<file path="config.mk">
export PLATFORM = sky130hd
export DESIGN_NAME = block_padding_engine_top
export DESIGN_NICKNAME = d
export VERILOG_FILES = /design/src/bpe_pkg.sv /design/src/bpe_hold_mem.sv /design/src/block_padding_engine_top.sv
export SDC_FILE = /design/constraint.sdc
export NUM_CORES = 1
export LEC_CHECK = 0
export BUFFER_PORTS_ARGS = -buffer_cell sky130_fd_sc_hd__clkbuf_2
export CELL_PAD_IN_SITES_DETAIL_PLACEMENT = 1
export CELL_PAD_IN_SITES_GLOBAL_PLACEMENT = 2
export CORE_UTILIZATION = 45
export CTS_BUF_LIST = sky130_fd_sc_hd__clkbuf_8 sky130_fd_sc_hd__clkbuf_16
export DETAILED_ROUTE_END_ITERATION = 10
export GPL_ROUTABILITY_DRIVEN = 0
export PLACE_DENSITY = 0.8
export SYNTH_ARGS = -nofsm -noshare
export SYNTH_HDL_FRONTEND = slang
export SYNTH_SLANG_ARGS = --single-unit
</file>
<file path="constraint.sdc">
create_clock -name i_clk -period 13.2 [get_ports i_clk]
set_input_delay 2.64 -clock i_clk [delete_from_list [all_inputs] [get_ports i_clk]]
set_output_delay 2.64 -clock i_clk [all_outputs]
set_load 0.05 [all_outputs]
</file>
<file path="src/bpe_pkg.sv">
// ----------------------------------------------------------------------------
// bpe_pkg
// Shared constants, codes and helpers for the block padding engine.
// ----------------------------------------------------------------------------
package bpe_pkg;

    // Largest block size and the widths that follow from it
    localparam int MAX_BLOCK = 32;
    localparam int ADDR_W    = (MAX_BLOCK > 1) ? $clog2(MAX_BLOCK) : 1;
    localparam int CNT_W     = $clog2(MAX_BLOCK + 1);

    // Field widths fixed by the interface
    localparam int BYTE_W = 8;
    localparam int BS_W   = 6;
    localparam int STAT_W = 2;
    localparam int MODE_W = 2;

    localparam logic [ADDR_W:0]    MAX_RING = (ADDR_W + 1)'(MAX_BLOCK);
    localparam logic [BYTE_W-1:0]  ISO_MARK = 8'h80;

    // Padding schemes
    localparam logic [MODE_W-1:0] MODE_PKCS7 = 2'd0;
    localparam logic [MODE_W-1:0] MODE_X923  = 2'd1;
    localparam logic [MODE_W-1:0] MODE_ISO   = 2'd2;

    // Configuration register indexes
    localparam logic [1:0] REG_MODE = 2'd0;
    localparam logic [1:0] REG_DIR  = 2'd1;
    localparam logic [1:0] REG_BS   = 2'd2;

    // Status codes on the final result
    localparam logic [STAT_W-1:0] ST_OK        = 2'd0;
    localparam logic [STAT_W-1:0] ST_BAD_BYTES = 2'd1;
    localparam logic [STAT_W-1:0] ST_SHORT     = 2'd2;
    localparam logic [STAT_W-1:0] ST_BAD_LEN   = 2'd3;

    // Add two window positions modulo the window depth
    function automatic logic [ADDR_W-1:0] ring_add(input logic [ADDR_W-1:0] a,
                                                  input logic [ADDR_W-1:0] b);
        logic [ADDR_W:0] s;
        s = {1'b0, a} + {1'b0, b};
        if (s >= MAX_RING) begin
            s = s - MAX_RING;
        end
        return s[ADDR_W-1:0];
    endfunction

    // Clamp the programmed block size into 1..MAX_BLOCK
    function automatic logic [CNT_W-1:0] eff_block(input logic [BS_W-1:0] bs);
        logic [CNT_W-1:0] r;
        if (bs == '0) begin
            r = CNT_W'(1);
        end else if ({1'b0, bs} > (BS_W + 1)'(MAX_BLOCK)) begin
            r = CNT_W'(MAX_BLOCK);
        end else begin
            r = CNT_W'(bs);
        end
        return r;
    endfunction

endpackage

</file>
<file path="src/bpe_hold_mem.sv">
// ----------------------------------------------------------------------------
// bpe_hold_mem
// Hold window storage: one write and one registered read per cycle, with
// write data forwarded when both ports hit the same entry.
// ----------------------------------------------------------------------------
module bpe_hold_mem (
    input  logic                              i_clk,
    input  logic                              i_wr_en,
    input  logic [bpe_pkg::ADDR_W-1:0]        i_wr_addr,
    input  logic [bpe_pkg::BYTE_W-1:0]        i_wr_data,
    input  logic [bpe_pkg::ADDR_W-1:0]        i_rd_addr,
    output logic [bpe_pkg::BYTE_W-1:0]        o_rd_data
);

    logic [bpe_pkg::BYTE_W-1:0] r_mem [bpe_pkg::MAX_BLOCK];
    logic [bpe_pkg::BYTE_W-1:0] r_rd_data;

    // Store the incoming byte
    always_ff @(posedge i_clk) begin
        if (i_wr_en) begin
            r_mem[i_wr_addr] <= i_wr_data;
        end
    end

    // Read every cycle; forward a same-entry write
    always_ff @(posedge i_clk) begin
        if (i_wr_en && (i_wr_addr == i_rd_addr)) begin
            r_rd_data <= i_wr_data;
        end else begin
            r_rd_data <= r_mem[i_rd_addr];
        end
    end

    assign o_rd_data = r_rd_data;

endmodule

</file>
<file path="src/block_padding_engine_top.sv">
// In pad direction a byte is registered and appears on the output in the cycle after its
//   transfer; in unpad direction it waits until block_size newer bytes arrive or the message ends.
// One byte per cycle is taken while a message streams and the output is not stalled; its end adds
//   up to block_size pad bytes, or in unpad direction a scan of the held bytes followed by the
//   kept bytes (or a final result without a byte); no new input is taken until that is done.
// Reset (synchronous, active low) clears the control state and loads register defaults.
// ----------------------------------------------------------------------------
// block_padding_engine_top
// Byte stream padder and unpadder for PKCS7, ANSI X.923 and ISO 7816-4.
// ----------------------------------------------------------------------------
module block_padding_engine_top (
    input  logic                             i_clk,
    input  logic                             i_rst_n,
    // Configuration write port
    input  logic                             i_cfg_wr_en,
    input  logic [1:0]                       i_cfg_index,
    input  logic [bpe_pkg::BS_W-1:0]         i_cfg_data,
    // Input stream
    input  logic                             s_axis_tvalid,
    output logic                             s_axis_tready,
    input  logic [7:0]                       s_axis_tdata,  // [7:0] in_byte
    input  logic                             s_axis_tuser,  // [0] in_has_byte
    input  logic                             s_axis_tlast,
    // Output stream
    output logic                             m_axis_tvalid,
    input  logic                             m_axis_tready,
    output logic [7:0]                       m_axis_tdata,  // [7:0] out_byte
    output logic [2:0]                       m_axis_tuser,  // [0] out_has_byte, [2:1] out_status
    output logic                             m_axis_tlast
);

    localparam int ADDR_W = bpe_pkg::ADDR_W;
    localparam int CNT_W  = bpe_pkg::CNT_W;
    localparam int BYTE_W = bpe_pkg::BYTE_W;
    localparam int STAT_W = bpe_pkg::STAT_W;

    // Sequencer states
    localparam logic [2:0] S_IDLE = 3'd0;
    localparam logic [2:0] S_PAD  = 3'd1;
    localparam logic [2:0] S_SCAN = 3'd2;
    localparam logic [2:0] S_EMIT = 3'd3;
    localparam logic [2:0] S_LAST = 3'd4;

    logic [2:0]                    r_state, n_state;
    logic [bpe_pkg::MODE_W-1:0]    r_mode, n_mode;
    logic                          r_dir, n_dir;
    logic [bpe_pkg::BS_W-1:0]      r_bs, n_bs;
    logic [CNT_W-1:0]              r_count, n_count;
    logic [ADDR_W-1:0]             r_head, n_head;
    logic [ADDR_W-1:0]             r_pos, n_pos;
    logic [ADDR_W-1:0]             r_idx, n_idx;
    logic [CNT_W-1:0]              r_p, n_p;
    logic [CNT_W-1:0]              r_keep, n_keep;
    logic [STAT_W-1:0]             r_st, n_st;

    logic                          r_out_valid, n_out_valid;
    logic [BYTE_W-1:0]             r_out_byte, n_out_byte;
    logic                          r_out_has, n_out_has;
    logic                          r_out_last, n_out_last;
    logic [STAT_W-1:0]             r_out_status, n_out_status;

    logic                          wr_en;
    logic [ADDR_W-1:0]             wr_addr;
    logic [ADDR_W-1:0]             rd_addr;
    logic [BYTE_W-1:0]             rd_data;
    logic [CNT_W-1:0]              eff_bs;
    logic                          out_free;
    logic                          in_xfer;

    assign eff_bs        = bpe_pkg::eff_block(r_bs);
    assign out_free      = !r_out_valid || m_axis_tready;
    assign s_axis_tready = (r_state == S_IDLE) && out_free;
    assign in_xfer       = s_axis_tvalid && s_axis_tready;

    // Next-state logic
    always_comb begin
        logic [CNT_W-1:0]  pos1;
        logic [ADDR_W-1:0] pos_after;
        logic [CNT_W-1:0]  cnt_after;
        logic              fin;
        logic [BYTE_W-1:0] v;
        logic [BYTE_W-1:0] want;
        logic              done;
        logic [STAT_W-1:0] st_v;
        logic [CNT_W-1:0]  keep_v;

        n_state      = r_state;
        n_mode       = r_mode;
        n_dir        = r_dir;
        n_bs         = r_bs;
        n_count      = r_count;
        n_head       = r_head;
        n_pos        = r_pos;
        n_idx        = r_idx;
        n_p          = r_p;
        n_keep       = r_keep;
        n_st         = r_st;
        n_out_valid  = r_out_valid && !m_axis_tready;
        n_out_byte   = r_out_byte;
        n_out_has    = r_out_has;
        n_out_last   = r_out_last;
        n_out_status = r_out_status;
        wr_en        = 1'b0;
        wr_addr      = r_head;
        pos1         = CNT_W'(r_pos) + CNT_W'(1);
        pos_after    = r_pos;
        cnt_after    = r_count;
        fin          = 1'b0;
        v            = rd_data;
        want         = '0;
        done         = 1'b0;
        st_v         = bpe_pkg::ST_OK;
        keep_v       = r_count;

        case (r_state)
            S_IDLE: begin
                if (in_xfer) begin
                    if (!r_dir) begin
                        // Pass the byte through and track the block position
                        if (s_axis_tuser) begin
                            n_out_valid  = 1'b1;
                            n_out_byte   = s_axis_tdata;
                            n_out_has    = 1'b1;
                            n_out_last   = 1'b0;
                            n_out_status = bpe_pkg::ST_OK;
                            pos_after    = (pos1 == eff_bs) ? '0 : pos1[ADDR_W-1:0];
                        end
                        n_pos = pos_after;
                        if (s_axis_tlast) begin
                            n_p     = eff_bs - CNT_W'(pos_after);
                            n_idx   = '0;
                            n_state = S_PAD;
                        end
                    end else begin
                        // Hold back the newest bytes; evict the oldest once full
                        if (s_axis_tuser) begin
                            wr_en = 1'b1;
                            if (r_count >= eff_bs) begin
                                n_out_valid  = 1'b1;
                                n_out_byte   = rd_data;
                                n_out_has    = 1'b1;
                                n_out_last   = 1'b0;
                                n_out_status = bpe_pkg::ST_OK;
                                wr_addr      = r_head;
                                n_head       = bpe_pkg::ring_add(r_head, ADDR_W'(1));
                            end else begin
                                wr_addr   = bpe_pkg::ring_add(r_head, r_count[ADDR_W-1:0]);
                                cnt_after = r_count + CNT_W'(1);
                            end
                        end
                        n_count = cnt_after;
                        if (s_axis_tlast) begin
                            if (cnt_after == '0) begin
                                n_st    = bpe_pkg::ST_SHORT;
                                n_state = S_LAST;
                            end else begin
                                n_idx   = ADDR_W'(cnt_after - CNT_W'(1));
                                n_state = S_SCAN;
                            end
                        end
                    end
                end
            end

            S_PAD: begin
                if (out_free) begin
                    fin = (CNT_W'(r_idx) == (r_p - CNT_W'(1)));
                    if (r_mode == bpe_pkg::MODE_X923) begin
                        v = fin ? BYTE_W'(r_p) : '0;
                    end else if (r_mode == bpe_pkg::MODE_ISO) begin
                        v = (r_idx == '0) ? bpe_pkg::ISO_MARK : '0;
                    end else begin
                        v = BYTE_W'(r_p);
                    end
                    n_out_valid  = 1'b1;
                    n_out_byte   = v;
                    n_out_has    = 1'b1;
                    n_out_last   = fin;
                    n_out_status = bpe_pkg::ST_OK;
                    if (fin) begin
                        n_count = '0;
                        n_head  = '0;
                        n_pos   = '0;
                        n_idx   = '0;
                        n_state = S_IDLE;
                    end else begin
                        n_idx = r_idx + ADDR_W'(1);
                    end
                end
            end

            S_SCAN: begin
                // Walk the held window from the newest byte backwards
                if (r_mode == bpe_pkg::MODE_ISO) begin
                    if (v != '0) begin
                        done   = 1'b1;
                        if (v == bpe_pkg::ISO_MARK) begin
                            st_v   = bpe_pkg::ST_OK;
                            keep_v = CNT_W'(r_idx);
                        end else begin
                            st_v = bpe_pkg::ST_BAD_BYTES;
                        end
                    end else if (r_idx == '0) begin
                        done = 1'b1;
                        st_v = bpe_pkg::ST_BAD_BYTES;
                    end
                end else if (CNT_W'(r_idx) == (r_count - CNT_W'(1))) begin
                    // Newest byte gives the pad length
                    if ((v == '0) || (v > BYTE_W'(eff_bs))) begin
                        done = 1'b1;
                        st_v = bpe_pkg::ST_BAD_LEN;
                    end else if (v > BYTE_W'(r_count)) begin
                        done = 1'b1;
                        st_v = bpe_pkg::ST_SHORT;
                    end else if (v == BYTE_W'(1)) begin
                        done   = 1'b1;
                        keep_v = r_count - CNT_W'(1);
                    end
                    n_p = CNT_W'(v);
                end else begin
                    want = (r_mode == bpe_pkg::MODE_X923) ? '0 : BYTE_W'(r_p);
                    if (v != want) begin
                        done = 1'b1;
                        st_v = bpe_pkg::ST_BAD_BYTES;
                    end else if (CNT_W'(r_idx) == (r_count - r_p)) begin
                        done   = 1'b1;
                        keep_v = r_count - r_p;
                    end
                end
                if (done) begin
                    n_st   = st_v;
                    n_keep = keep_v;
                    n_idx  = '0;
                    n_state = (keep_v == '0) ? S_LAST : S_EMIT;
                end else begin
                    n_idx = r_idx - ADDR_W'(1);
                end
            end

            S_EMIT: begin
                // Flush the kept bytes oldest first
                if (out_free) begin
                    fin          = (CNT_W'(r_idx) == (r_keep - CNT_W'(1)));
                    n_out_valid  = 1'b1;
                    n_out_byte   = rd_data;
                    n_out_has    = 1'b1;
                    n_out_last   = fin;
                    n_out_status = fin ? r_st : bpe_pkg::ST_OK;
                    if (fin) begin
                        n_count = '0;
                        n_head  = '0;
                        n_pos   = '0;
                        n_idx   = '0;
                        n_state = S_IDLE;
                    end else begin
                        n_idx = r_idx + ADDR_W'(1);
                    end
                end
            end

            S_LAST: begin
                // Final result without a byte
                if (out_free) begin
                    n_out_valid  = 1'b1;
                    n_out_byte   = '0;
                    n_out_has    = 1'b0;
                    n_out_last   = 1'b1;
                    n_out_status = r_st;
                    n_count      = '0;
                    n_head       = '0;
                    n_pos        = '0;
                    n_idx        = '0;
                    n_state      = S_IDLE;
                end
            end

            default: begin
                n_state = S_IDLE;
            end
        endcase

        // Writes to the mode, direction or block size register drop any message in progress
        if (i_cfg_wr_en) begin
            if ((i_cfg_index == bpe_pkg::REG_MODE) || (i_cfg_index == bpe_pkg::REG_DIR) ||
                (i_cfg_index == bpe_pkg::REG_BS)) begin
                case (i_cfg_index)
                    bpe_pkg::REG_MODE: n_mode = i_cfg_data[bpe_pkg::MODE_W-1:0];
                    bpe_pkg::REG_DIR:  n_dir  = i_cfg_data[0];
                    default:           n_bs   = i_cfg_data;
                endcase
                n_count = '0;
                n_head  = '0;
                n_pos   = '0;
                n_idx   = '0;
                n_state = S_IDLE;
            end
        end
    end

    // Read the entry the next cycle will look at
    assign rd_addr = bpe_pkg::ring_add(n_head, n_idx);

    bpe_hold_mem u_hold_mem (
        .i_clk     (i_clk),
        .i_wr_en   (wr_en),
        .i_wr_addr (wr_addr),
        .i_wr_data (s_axis_tdata),
        .i_rd_addr (rd_addr),
        .o_rd_data (rd_data)
    );

    // Control registers
    always_ff @(posedge i_clk) begin
        if (!i_rst_n) begin
            r_state     <= S_IDLE;
            r_mode      <= bpe_pkg::MODE_PKCS7;
            r_dir       <= 1'b0;
            r_bs        <= bpe_pkg::BS_W'(16);
            r_count     <= '0;
            r_head      <= '0;
            r_pos       <= '0;
            r_idx       <= '0;
            r_out_valid <= 1'b0;
        end else begin
            r_state     <= n_state;
            r_mode      <= n_mode;
            r_dir       <= n_dir;
            r_bs        <= n_bs;
            r_count     <= n_count;
            r_head      <= n_head;
            r_pos       <= n_pos;
            r_idx       <= n_idx;
            r_out_valid <= n_out_valid;
        end
    end

    // Payload registers
    always_ff @(posedge i_clk) begin
        r_p          <= n_p;
        r_keep       <= n_keep;
        r_st         <= n_st;
        r_out_byte   <= n_out_byte;
        r_out_has    <= n_out_has;
        r_out_last   <= n_out_last;
        r_out_status <= n_out_status;
    end

    assign m_axis_tvalid = r_out_valid;
    assign m_axis_tdata  = r_out_byte;
    assign m_axis_tuser  = {r_out_status, r_out_has};
    assign m_axis_tlast  = r_out_last;

`ifndef SYNTHESIS
    // Hold count never exceeds the window
    a_count_range: assert property (@(posedge i_clk) disable iff (!i_rst_n)
        r_count <= CNT_W'(bpe_pkg::MAX_BLOCK))
        else $error("hold count beyond window");

    // A result without a byte is always the final one
    a_nobyte_last: assert property (@(posedge i_clk) disable iff (!i_rst_n)
        (r_out_valid && !r_out_has) |-> r_out_last)
        else $error("byteless result not last");

    // Nonzero status only on the final result
    a_status_last: assert property (@(posedge i_clk) disable iff (!i_rst_n)
        (r_out_valid && (r_out_status != bpe_pkg::ST_OK)) |-> r_out_last)
        else $error("status on non-final result");

    // A pending final result means the sequencer is back to idle
    a_last_idle: assert property (@(posedge i_clk) disable iff (!i_rst_n)
        (r_out_valid && r_out_last) |-> (r_state == S_IDLE))
        else $error("final result while sequencer busy");

    // Pad burst index stays below the pad length
    a_pad_index: assert property (@(posedge i_clk) disable iff (!i_rst_n)
        (r_state == S_PAD) |-> (CNT_W'(r_idx) < r_p))
        else $error("pad index out of range");
`endif

endmodule
</file>
* After elaboration in Yosys (flattened, before gate mapping)
Memory sizes are Yosys's and may differ from the RTL's. A register that Yosys moved wholly into a read port is not among the register bits. Index checks and enable logic that the tools add are counted.
Storage, ports and cells: register bits 60, bits in writable memories 256, logic and storage cells 276, memories 1
Operators by class: add/sub/neg operators 16, magnitude comparators 7, equal/unequal tests 30, muxes and demuxes 174, bitwise operators 1, reduce and logical (&&, ||, !) cells 31
Memory list:
- u_hold_mem.r_mem | words 32, width 8, rd ports 1, clocked after memory_dff 1, wr ports 1, RTL line bpe_hold_mem.sv:15 | logic [bpe_pkg::BYTE_W-1:0] r_mem [bpe_pkg::MAX_BLOCK];
Operators with widths (count):
- 2-to-1 mux 5 bit | 46
- 2-to-1 mux 6 bit | 33
- 2-to-1 mux 8 bit | 11
- 2-to-1 mux 3 bit | 14
- one-hot mux 5 bit (4 select lines) | 2
- 2-to-1 mux 1 bit | 39
- 2-to-1 mux 2 bit | 19
- one-hot mux 8 bit (4 select lines) | 1
- one-hot mux 5 bit (5 select lines) | 1
- subtractor 5 x 1 -> 5 bit, second input constant | 5
- == test 5 x 6 -> 1 bit | 4
- one-hot mux 6 bit (4 select lines) | 1
- inequality test 2 bit, second input constant | 11
- greater-or-equal comparator 6 bit, second input constant | 3
- zero test 6 bit | 3
- AND reduction 6 bit | 3
- subtractor 6 x 1 -> 6 bit, second input constant | 3
- > comparator 8 x 6 -> 1 bit | 2
- one-hot mux 3 bit (5 select lines) | 1
- adder 5 x 1 -> 6 bit, second input constant | 2
- adder 5 x 5 -> 6 bit | 2
- one-hot mux 6 bit (2 select lines) | 1
- AND reduction 3 bit | 3
- == test 8 x 1 -> 1 bit, second input constant | 1
- 37 further kinds | 48

* Longest topological paths before layout
Gate-level depths: netlist of run 1.
depth after elaboration 20, gate-level depth with buffers 28, gate-level depth less buffers 23

* Cells and area by module
Synthesis of run 1 repeated with hierarchy kept, for this count alone.
Second synthesis, totals: cell total of the unflattened synthesis 1158, area total of the unflattened synthesis 16017.9 µm²
By module, submodules not included:
- bpe_hold_mem | instances 1, cells an instance 414, area an instance 9993.3 µm²
- block_padding_engine_top | instances 1, cells an instance 744, area an instance 6024.5 µm²

* Worst setup path after synthesis of run 1
Ideal clock, no wire load.
path kind input -> output, start point in m_axis_tready, end point out s_axis_tready, data arrival time 3.544 ns, slack 7.016 ns, stages on the path 3, buffers on the path 1, path through nor2b_1 -> clkbuf_1 -> nor2_1
Between the ends: cells in the longest elaborated chain, start to end 2
RTL lines:
- from (decl) | RTL line block_padding_engine_top.sv:26 | input logic m_axis_tready,
- logical OR 1 bit | RTL line block_padding_engine_top.sv:71 | assign out_free = !r_out_valid || m_axis_tready;
- logical AND 1 bit | RTL line block_padding_engine_top.sv:72 | assign s_axis_tready = (r_state == S_IDLE) && out_free;
- to (decl) | RTL line block_padding_engine_top.sv:20 | output logic s_axis_tready,
No other way between the ends.

==> metrics.md, run 1 <==
| Metric | Value |
|---|---|
| Worst VDD drop | `0.000134 V` |
| Mapped Nets | `1280` |
| Fin area | `17900 sq um` |
| Layout cell share with drive strength beyond 1 | `0.153` |
| N_diodes | `0` |
| Placed Cells | `1659` |
| Root Driver | `clkbuf_16` |
| Clk buf depth | `3` |
| Setup TNS | `0 ns` |
| Min-delay src | `r_bs[0]` |
| Max_cap viols | `0` |
| Final WL | `45100 microns` |
| Post-route total power | `2.32 mW` |
| Initial antenna violation count | `0` |
| HP Class | `reg2reg` |
| Via Count | `10461` |
| Synth async-reset ratio | `0` |
| Count of final hold-check violations | `0` |
| Worst-path clk slew | `0.06 ns` |
| Area delta synth->final | `11.6%` |
| Final period utilization | `0.510` |
| First-pass GRT wire length | `67700 microns` |
| Placed cell area | `16700 sq um` |
| Unrepaired setup endpoints after global routing | `false` |
| P_sw | `around 520 uW` |
| Crit end category | `flip-flop` |
| Residual DRC count | `0` |
| Yosys reg bits | `~320` |
| Post-CTS Resized | `0` |
| Static Leakage | `roughly 6 nW` |
| GRT Residual Overflow | `0` |
| Count leader, synth | `edfxtp_1` |
| Total Nets Final | `~1300` |
| Power density cells | `129 nW/um^2` |
| Mean Syn Cell Area | `13.3 sq um` |
| Die area | `36500 sq um` |
| CTS buffer count | `37` |
| Final Critical Period | `6.73 ns` |
| Yosys cell types | `76` |
| Vias per inst | `6.06` |
| Crit Path Max Fanout | `40` |
| Die X | `191 microns` |
| Synth area leader | `edfxtp_1` |
| IO buf count | `36` |
| Combinational power share | `0.056` |
| Sequential fraction of the synthesis area | `0.576` |
| Vias in the first global route | `10801` |
| Post-synthesis cell area | `16100 sq um` |
| H-tree levels | `2` |
| Arrival @ worst endpoint | `a little over 7 ns` |
| Row count | `68` |
| Internal power | `between 1.5 and 2 mW` |
| EDFF count, synth | `~280` |
| Dpl hpwl | `~31000 microns` |
| Core Box Area | `between 30000 and 40000 sq um` |
| Max-slew violation count | `0` |
| Synth top cells by count | `edfxtp_1 (282), nor2_1 (104), nand2_1 (73)` |
| Synth Flop Type | `edfxtp_1` |
| ANT nets after route | `0` |
| Setup bufs post-CTS | `0` |
| Post-Synthesis Cells | `1207` |
| Share of the synthesized area in the top cell type | `0.527` |
| Pre-antenna DRT Iters | `5` |
| Setup violators final | `0` |
| Final core area utilization | `0.515` |
| Worst-Skew Late Latency | `0.54 ns` |
| Clock power share | `0.462` |
| Ys Warns | `0` |
| I/O pin total | `37` |
| Hold_buf cts | `0` |
| Number of DRC markers in iteration 0 | `1005` |
| Fmax | `between 100 and 150 MHz` |
| Status | `completed` |
| Largest net degree at the start of global routing | `between 60 and 70` |
| CP Data Required Time | `approximately 14 ns` |
| Initial Util | `0.462` |
| Worst-margin pin slew | `1.23 ns` |
| Final-layout fill cell count | `approximately 3500` |
| Synth top area cells | `edfxtp_1 (53%), mux4_2 (9.0%), dfxtp_1 (4.9%)` |
| Sequential cell area | `between 9000 and 10000 sq um` |
| CP Launch Type | `flip-flop` |
| Sequential power share | `0.482` |
| Non-Filler Instances | `1726` |
| Sw frac | `0.224` |
| CTS tree | `built` |
| Die height | `191 microns` |
| Overall Global Routing Usage | `0.254` |
| Worst Skew | `0.0254 ns` |
| Slew headroom | `0.175` |
| Wire per inst | `26.1 microns` |
| Clock Sink Count | `321` |
| Critical path type | `reg2reg` |
| Area occupied by multi-input gates | `6390 sq um` |
-- power by group through the flow --
stage	clock, mW	combinational, mW	sequential [mW]
after floorplan	0	0.0721	1.14
after global placement	0	0.126	1.14
after detailed placement	0	0.129	1.14
after CTS	1.08	0.129	1.12
after global routing	1.12	0.141	1.12
final	1.07	0.130	1.12
-- final timing paths --
kind                to  slack (ns)  cells past startpoint
min            r_bs[0]        0.53                      2
min reg2reg    r_bs[0]        0.53                      2
max          flip-flop        6.47                     24
max reg2reg  flip-flop        6.47                     24
-- per-layer routing --
layer	global-route usage	vias to the layer above	wire length, microns
met5	0	-	0
met4	0.0803	0	1250
met3	0.0475	78	2710
met1	0.355	5332	20300
li1	-	4722	-
met2	0.398	329	20800
-- critical path: stages (launching register included) --
cell and delay, ns:
dfxtp_4 0.81, buf_4 0.72, mux4_2 0.59, mux4_2 0.55, mux2i_4 0.28, inv_2 0.17, ha_1 0.34, nor2b_1 0.13
o21a_1 0.16, o211ai_1 0.17, a31o_2 0.22, nand3_1 0.13, a21oi_1 0.16, o22ai_1 0.14, nor3_1 0.45, o31ai_1 0.16
o221ai_1 0.14, nor2b_1 0.19, ha_1 0.19, inv_1 0.06, fa_1 0.40, inv_1 0.08, a21o_1 0.12, a21oi_1 0.07
xnor2_1 0.12
-- cells by family after synthesis --
logic type,Yosys count,share of synthesized area
AO/OA/AOI/OAI,213,0.0888
XOR/XNOR,55,0.0308
adder cells (fa/ha/maj),50,0.0408
buffers and inverters,96,0.0266
flip-flops,321,0.576
multiplexers,126,0.130
AND/OR/NAND/NOR,346,0.107
-- layout by cell type (no fill, tap or decap), drive strengths merged, types with 19 or more instances in the layout --
master | Yosys | layout
nand2 | 73 | 73
clkbuf | 34 | 74
o21ai | 39 | 39
ha | 46 | 46
dfxtp | 39 | 39
edfxtp | 282 | 282
mux4 | 64 | 64
nor2 | 105 | 105
nand3 | 25 | 25
nor2b | 38 | 38
a21oi | 55 | 55
inv | 40 | 49
mux2i | 54 | 54
xnor2 | 40 | 40
nor3 | 19 | 19
-- area by class of cell --
type,instances,area share
sequential,321,0.516
inverter,42,0.00879
timing repair buffer,51,0.0163
tap,455,0.0317
multi-input combinational,790,0.356
clock buffer,38,0.0530
clock inverter,29,0.0179
-- per-stage QoR --
step / setup slack, ns / hold WS [ns]
global route: 6.03 / 0.557
finish: 6.47 / 0.534
detailed placement: 6.45 / 0.515
CTS: 6.43 / 0.530
global placement: 6.70 / 0.496
floorplan: 7.02 / 0.469
-- flip-flops by register name (all words and copies together) (netlist names), 2 cells and up, named ones only --
signal / cells
r_pos: 5
r_idx: 5
r_out_status: 2
r_bs: 6
r_st: 2
r_state: 3
r_count: 6
r_head: 5
r_keep: 6
m_axis_tdata: 8
r_p: 6
u_hold_mem.r_mem: 256
r_mode: 2
(Power assumes the default switching activity.)
==> inputs of run 2 (changes only) <==
Clock period 13.2 ns to 6.3 ns, I/O delays scaled along.
==> run 2 against run 1 <==
  * Non-clock buffer count increased by 21
  * Final cell count increased by 1.0%
  * Maximum frequency increased by 16%
  * Sequential cell count unchanged
  * Total power increased by 100%
  * Die area unchanged
  * Sequential power increased by 110%
  * Combinational power increased by 110%
  * Core utilization increased by 0.36 points
==> metrics.md, run 2 (same netlist as run 1, synthesis figures left out) <==
| Metric | Value |
|---|---|
| Status | `completed` |
| Fin area | `18100 sq um (+0.70%)` |
| Vias per inst | `6.05 (-0.10%)` |
| Unrepaired setup endpoints after global routing | `false` |
| Post-CTS Resized | `0 (unchanged)` |
| Clk buf depth | `3 (unchanged)` |
| Total Nets Final | `1336 (+1.5%)` |
| Core Box Area | `34800 sq um (unchanged)` |
| Largest register FFs | `256 (unchanged)` |
| Via Count | `10559 (+0.94%)` |
| Sequential cell area | `9250 sq um (unchanged)` |
| N_diodes | `0 (unchanged)` |
| Max-slew violation count | `0 (unchanged)` |
| Final Critical Period | `5.82 ns (-0.911 ns)` |
| Count of final hold-check violations | `0 (unchanged)` |
| Area occupied by multi-input gates | `6390 sq um (unchanged)` |
| Power density cells | `263 nW/um^2 (+100%)` |
| Setup TNS | `0 ns (unchanged)` |
| Overall Global Routing Usage | `0.259 (+0.00558)` |
| Setup bufs post-CTS | `0 (unchanged)` |
| Sw frac | `0.228 (+0.00340)` |
| Worst-Skew Late Latency | `0.53 ns (about the same)` |
| CP Data Required Time | `6.71 ns (-6.90 ns)` |
| ANT nets after route | `0 (unchanged)` |
| CTS tree | `built` |
| Die X | `191 microns (unchanged)` |
| Sequential power share | `0.494 (+0.012)` |
| Final WL | `46100 microns (+2.3%)` |
| Final-layout fill cell count | `3449 (-0.86%)` |
| Clock Sink Count | `321 (unchanged)` |
| GRT Residual Overflow | `0 (unchanged)` |
| Commonest non-fill, non-tap cell in the layout | `edfxtp_1` |
| Post-route total power | `4.74 mW (+100%)` |
| Placed cell area | `16900 sq um (+1.2%)` |
| Worst-margin pin slew | `1.17 ns (-0.0587 ns)` |
| Internal power | `3.66 mW (+100%)` |
| Pre-antenna DRT Iters | `7 (+2)` |
| HP Class | `reg2reg` |
| Static Leakage | `6.24 nW (+1.4%)` |
| Non-Filler Instances | `1744 (+1.0%)` |
| Area delta synth->final | `12.4%` |
| Combinational power share | `0.058 (+0.002)` |
| Number of DRC markers in iteration 0 | `966 (-3.9%)` |
| Layout cell share with drive strength beyond 1 | `0.170 (+0.0173)` |
| Vias in the first global route | `11040 (+2.2%)` |
| Final period utilization | `0.923 (+0.414)` |
| Initial Util | `0.462 (unchanged)` |
| Critical path type | `reg2reg` |
| Residual DRC count | `0 (unchanged)` |
| Worst VDD drop | `0.000205 V (+52%)` |
| H-tree levels | `2 (unchanged)` |
| P_sw | `1.08 mW (+110%)` |
| Slew headroom | `0.197 (+0.0219)` |
| Clock power share | `0.448 (-0.014)` |
| Biggest register | `u_hold_mem.r_mem` |
| Die area | `36500 sq um (unchanged)` |
| Placed Cells | `1680 (+1.3%)` |
| Crit end category | `flip-flop` |
| IO buf count | `36 (unchanged)` |
| Fmax | `172 MHz (+16%)` |
| CTS buffer count | `36 (-2.7%)` |
| Die height | `191 microns (unchanged)` |
| Crit Path Max Fanout | `20 (-50%)` |
| Max_cap viols | `0 (unchanged)` |
| Worst Skew | `0.0127 ns (-0.0127 ns)` |
| Hold_buf cts | `0 (unchanged)` |
| CP Launch Type | `flip-flop` |
| Setup violators final | `0 (unchanged)` |
| Root Driver | `clkbuf_16` |
| Row count | `68 (unchanged)` |
| Worst-path clk slew | `0.06 ns (about the same)` |
| Arrival @ worst endpoint | `6.22 ns (-0.92 ns)` |
| Wire per inst | `26.4 microns (+1.2%)` |
| I/O pin total | `37 (unchanged)` |
| Largest net degree at the start of global routing | `34 (-48%)` |
| First-pass GRT wire length | `68800 microns (+1.6%)` |
| Dpl hpwl | `32200 microns (+4.7%)` |
| Most frequent cells in the layout | `edfxtp_1 (282), nor2_1 (104), nand2_1 (73)` |
| Final hold slack | `0.522 ns (-0.0121 ns)` |
| Initial antenna violation count | `0 (unchanged)` |
==> run 2: power by group through the flow <==
stage / combinational [mW] / sequential [mW] / clock [mW]
6_report: 0.276 / 2.34 / 2.12
5_1_grt: 0.299 / 2.34 / 2.22
3_5_place_dp: 0.273 / 2.39 / 0
2_1_floorplan: 0.151 / 2.40 / 0
3_3_place_gp: 0.267 / 2.39 / 0
4_1_cts: 0.275 / 2.34 / 2.16
==> run 2: path summary, 6_finish.rpt <==
kind	startpoint	endpoint	slack, ns	depth (start not counted)
setup / recovery	flip-flop	flip-flop	0.48	22
hold / removal	r_bs[4]	r_bs[4]	0.52	2
setup reg to reg	flip-flop	flip-flop	0.48	22
hold reg to reg	r_bs[4]	r_bs[4]	0.52	2
==> run 2: cell type report <==
type	instances	area share
clock buffer	37	0.0513
inverter	42	0.00873
sequential	321	0.512
timing repair buffer	72	0.0270
tap	455	0.0315
clock inverter	27	0.0153
multi-input combinational	790	0.354
==> run 2: metal layers <==
layer,routed length [microns],up-vias,track usage,part of all wire
met5,0,-,0,0
met2,22100,295,0.422,0.48
li1,-,4748,-,-
met1,20300,5439,0.356,0.44
met4,1130,0,0.0720,0.025
met3,2610,77,0.0463,0.057
==> run 2: critical path, stage by stage, from the launching register on <==
cell       delay (ns)
dfxtp_4          0.61
buf_4            0.32
mux2i_1          0.12
a22o_1           0.24
a2111oi_0        0.78
a22oi_1          0.36
nand2_1          0.28
ha_1             0.29
nand3_1          0.11
o21bai_1         0.13
a21o_1           0.15
nand3_1          0.10
a21oi_1          0.15
o22ai_1          0.14
nor3_1           0.47
mux2_2           0.24
a211oi_1         0.06
or2_2            0.33
fa_1             0.43
inv_1            0.07
a21o_1           0.11
a21oi_1          0.07
xnor2_1          0.12
==> run 2: through the flow <==
step            util  setup WS, ns
6_report       0.519         0.482
3_3_place_gp   0.484         0.668
4_1_cts        0.519         0.519
3_5_place_dp   0.484         0.554
2_1_floorplan      -          1.33
5_1_grt        0.519         0.149
==> inputs of run 3 (changes only) <==
Settings changed: CELL_PAD_IN_SITES_DETAIL_PLACEMENT 1 to not set, CELL_PAD_IN_SITES_GLOBAL_PLACEMENT 2 to not set, PLACE_DENSITY 0.8 to 0.61.
==> run 3 against run 2 <==
  * Highest routed layer unchanged
  * Sequential share of layout area increased by 0.58 points
  * Combinational power is 6% lower
  * Worst hold slack got worse by 0.0024 ns
  * Clock skew rose by 0.0016 ns
  * Core utilization shrank 0.58 points
  * Largest power group unchanged
==> metrics.md, run 3 (same netlist as run 1, synthesis figures left out) <==
| Metric | Value |
|---|---|
| CTS buffer count | `35 (-2.8%)` |
| H-tree levels | `2 (unchanged)` |
| Slowest cell on crit path | `dfxtp_2` |
| HP Class | `reg2reg` |
| Post-CTS Resized | `0 (unchanged)` |
| Status | `completed` |
| Commonest non-fill, non-tap cell in the layout | `edfxtp_1` |
| Setup ws final | `0.452 ns (-0.0306 ns)` |
| GRT Residual Overflow | `0 (unchanged)` |
| Total Nets Final | `1328 (-0.60%)` |
| Number of DRC markers in iteration 0 | `1000 (+3.5%)` |
| First-pass GRT wire length | `61200 microns (-11%)` |
| Core Box Area | `34800 sq um (unchanged)` |
| Largest net degree at the start of global routing | `34 (unchanged)` |
| Reg2reg setup slack | `0.45 ns (-0.03 ns)` |
| ANT nets after route | `0 (unchanged)` |
| Most frequent cells in the layout | `edfxtp_1 (282), nor2_1 (104), nand2_1 (73)` |
| Final WL | `40000 microns (-13%)` |
| Setup bufs post-CTS | `0 (unchanged)` |
| N_diodes | `0 (unchanged)` |
| Fmax | `171 MHz (-0.52%)` |
| Hold_buf cts | `0 (unchanged)` |
| CP peak stage delay | `0.90 ns (+0.12 ns)` |
| IO buf count | `36 (unchanged)` |
| Arrival @ worst endpoint | `6.26 ns (+0.04 ns)` |
| Worst-path clk slew | `0.06 ns (about the same)` |
| Buf/Inv on CP | `4 (+2)` |
| Unrepaired setup endpoints after global routing | `false` |
| Fin area | `17900 sq um (-1.1%)` |
| Crit-path most repeated cell | `inv_1` |
| Min-delay src | `r_bs[0]` |
| CP Data Required Time | `6.71 ns (about the same)` |
| Biggest register | `u_hold_mem.r_mem` |
| Clk buf depth | `3 (unchanged)` |
| Placed Cells | `1673 (-0.42%)` |
| Clock Sink Count | `321 (unchanged)` |
| Vias in the first global route | `10046 (-9.0%)` |
| Vias per inst | `5.91 (-2.4%)` |
| Largest delay share family, worst path | `compound AO/OA/AOI/OAI gates` |
| Worst Skew | `0.0143 ns (+0.00159 ns)` |
| Row count | `68 (unchanged)` |
| Placed cell area | `16800 sq um (-0.46%)` |
| Post-route total power | `4.52 mW (-4.6%)` |
| I/O pin total | `37 (unchanged)` |
| Static Leakage | `6.14 nW (-1.7%)` |
| Final period utilization | `0.928 (+0.00486)` |
| Die X | `191 microns (unchanged)` |
| Setup violators final | `0 (unchanged)` |
| Final Critical Period | `5.85 ns (+0.0306 ns)` |
| Layout cell share with drive strength beyond 1 | `0.160 (-0.00974)` |
| Slew headroom | `0.214 (+0.0172)` |
| Crit end category | `flip-flop` |
| Worst VDD drop | `0.000253 V (+24%)` |
| Die area | `36500 sq um (unchanged)` |
| Initial Util | `0.462 (unchanged)` |
| Max-slew violation count | `0 (unchanged)` |
| Max_cap viols | `0 (unchanged)` |
| Via Count | `10253 (-2.9%)` |
| Largest register FFs | `256 (unchanged)` |
| Crit Path Max Fanout | `29 (+45%)` |
| WHS Path Cells | `2 (unchanged)` |
| Initial antenna violation count | `0 (unchanged)` |
| Wire per inst | `23.1 microns (-13%)` |
| Setup TNS | `0 ns (unchanged)` |
| Dpl hpwl | `28300 microns (-12%)` |
| Crit. path cell count | `24 (+9.1%)` |
| Residual DRC count | `0 (unchanged)` |
| Count of final hold-check violations | `0 (unchanged)` |
| Worst-Skew Late Latency | `0.53 ns (about the same)` |
| Die height | `191 microns (unchanged)` |
| Root Driver | `clkbuf_16` |
| Overall Global Routing Usage | `0.225 (-0.0339)` |
| Area delta synth->final | `11.2%` |
| CP Launch Type | `flip-flop` |
| Worst Reg-to-Reg Cells | `24 (+9.1%)` |
| Non-Filler Instances | `1735 (-0.52%)` |
| Worst-margin pin slew | `1.17 ns (-0.00776 ns)` |
| Critical path type | `reg2reg` |
| DP Worst Slack | `0.536 ns (-0.0180 ns)` |
| CTS tree | `built` |
| Pre-antenna DRT Iters | `6 (-1)` |
| Critical Path, Cell by Cell | `buf_4 > mux4_2 > mux4_2 > mux2_2 > inv_1 > ha_1 > nor2b_1 > o21a_1 > o211ai_1 > a31o_2 > nand3_1 > a21oi_1 > o22ai_1 > nor3_1 > o31ai_1 > o221ai_1 > nor2b_1 > ha_1 > inv_1 > fa_1 > inv_1 > a21o_1 > a21oi_1 > xnor2_1` |
| Power density cells | `253 nW/um^2 (-3.5%)` |
run 3: per-layer routing:
| metal | part of all wire | track usage | vias up |
|---|---|---|---|
| met5 | 0 | 0 | - |
| met4 | 0.032 | 0.0843 | 0 |
| met3 | 0.065 | 0.0360 | 84 |
| met2 | 0.46 | 0.347 | 379 |
| met1 | 0.44 | 0.321 | 5048 |
| li1 | - | - | 4742 |
run 3: how the worst min path moves through the flow:
stage / end / slack [ns]
floorplan: r_bs[4] / 0.47
global placement: r_bs[4] / 0.49
detailed placement: r_bs[4] / 0.51
CTS: r_bs[0] / 0.52
global route: r_out_status[0] / 0.57
finish: r_bs[0] / 0.52
run 3: area by class of cell:
cell class | count | area (sq um)
tap | 455 | 569
timing repair buffer | 65 | 410
sequential | 321 | 9250
inverter | 42 | 158
fill | 2944 | 16900
multi-input combinational | 790 | 6390
clock inverter | 27 | 203
clock buffer | 35 | 876
run 3: report_power, final:
group | internal (mW) | switching, mW | total (mW)
sequential | 2.33 | 0.0159 | 2.34
combinational | 0.0892 | 0.170 | 0.259
clock | 1.07 | 0.853 | 1.92
run 3: per-stage QoR:
step	hold WS [ns]	util
finish	0.520	0.513
global route	0.573	0.513
CTS	0.523	0.513
detailed placement	0.511	0.482
global placement	0.490	0.482
floorplan	0.469	-
run 3: worst min-delay path, stage by stage (launching register included):
cell,delay [ns]
dfxtp_1,0.32
mux2i_1,0.07
nor2b_1,0.09
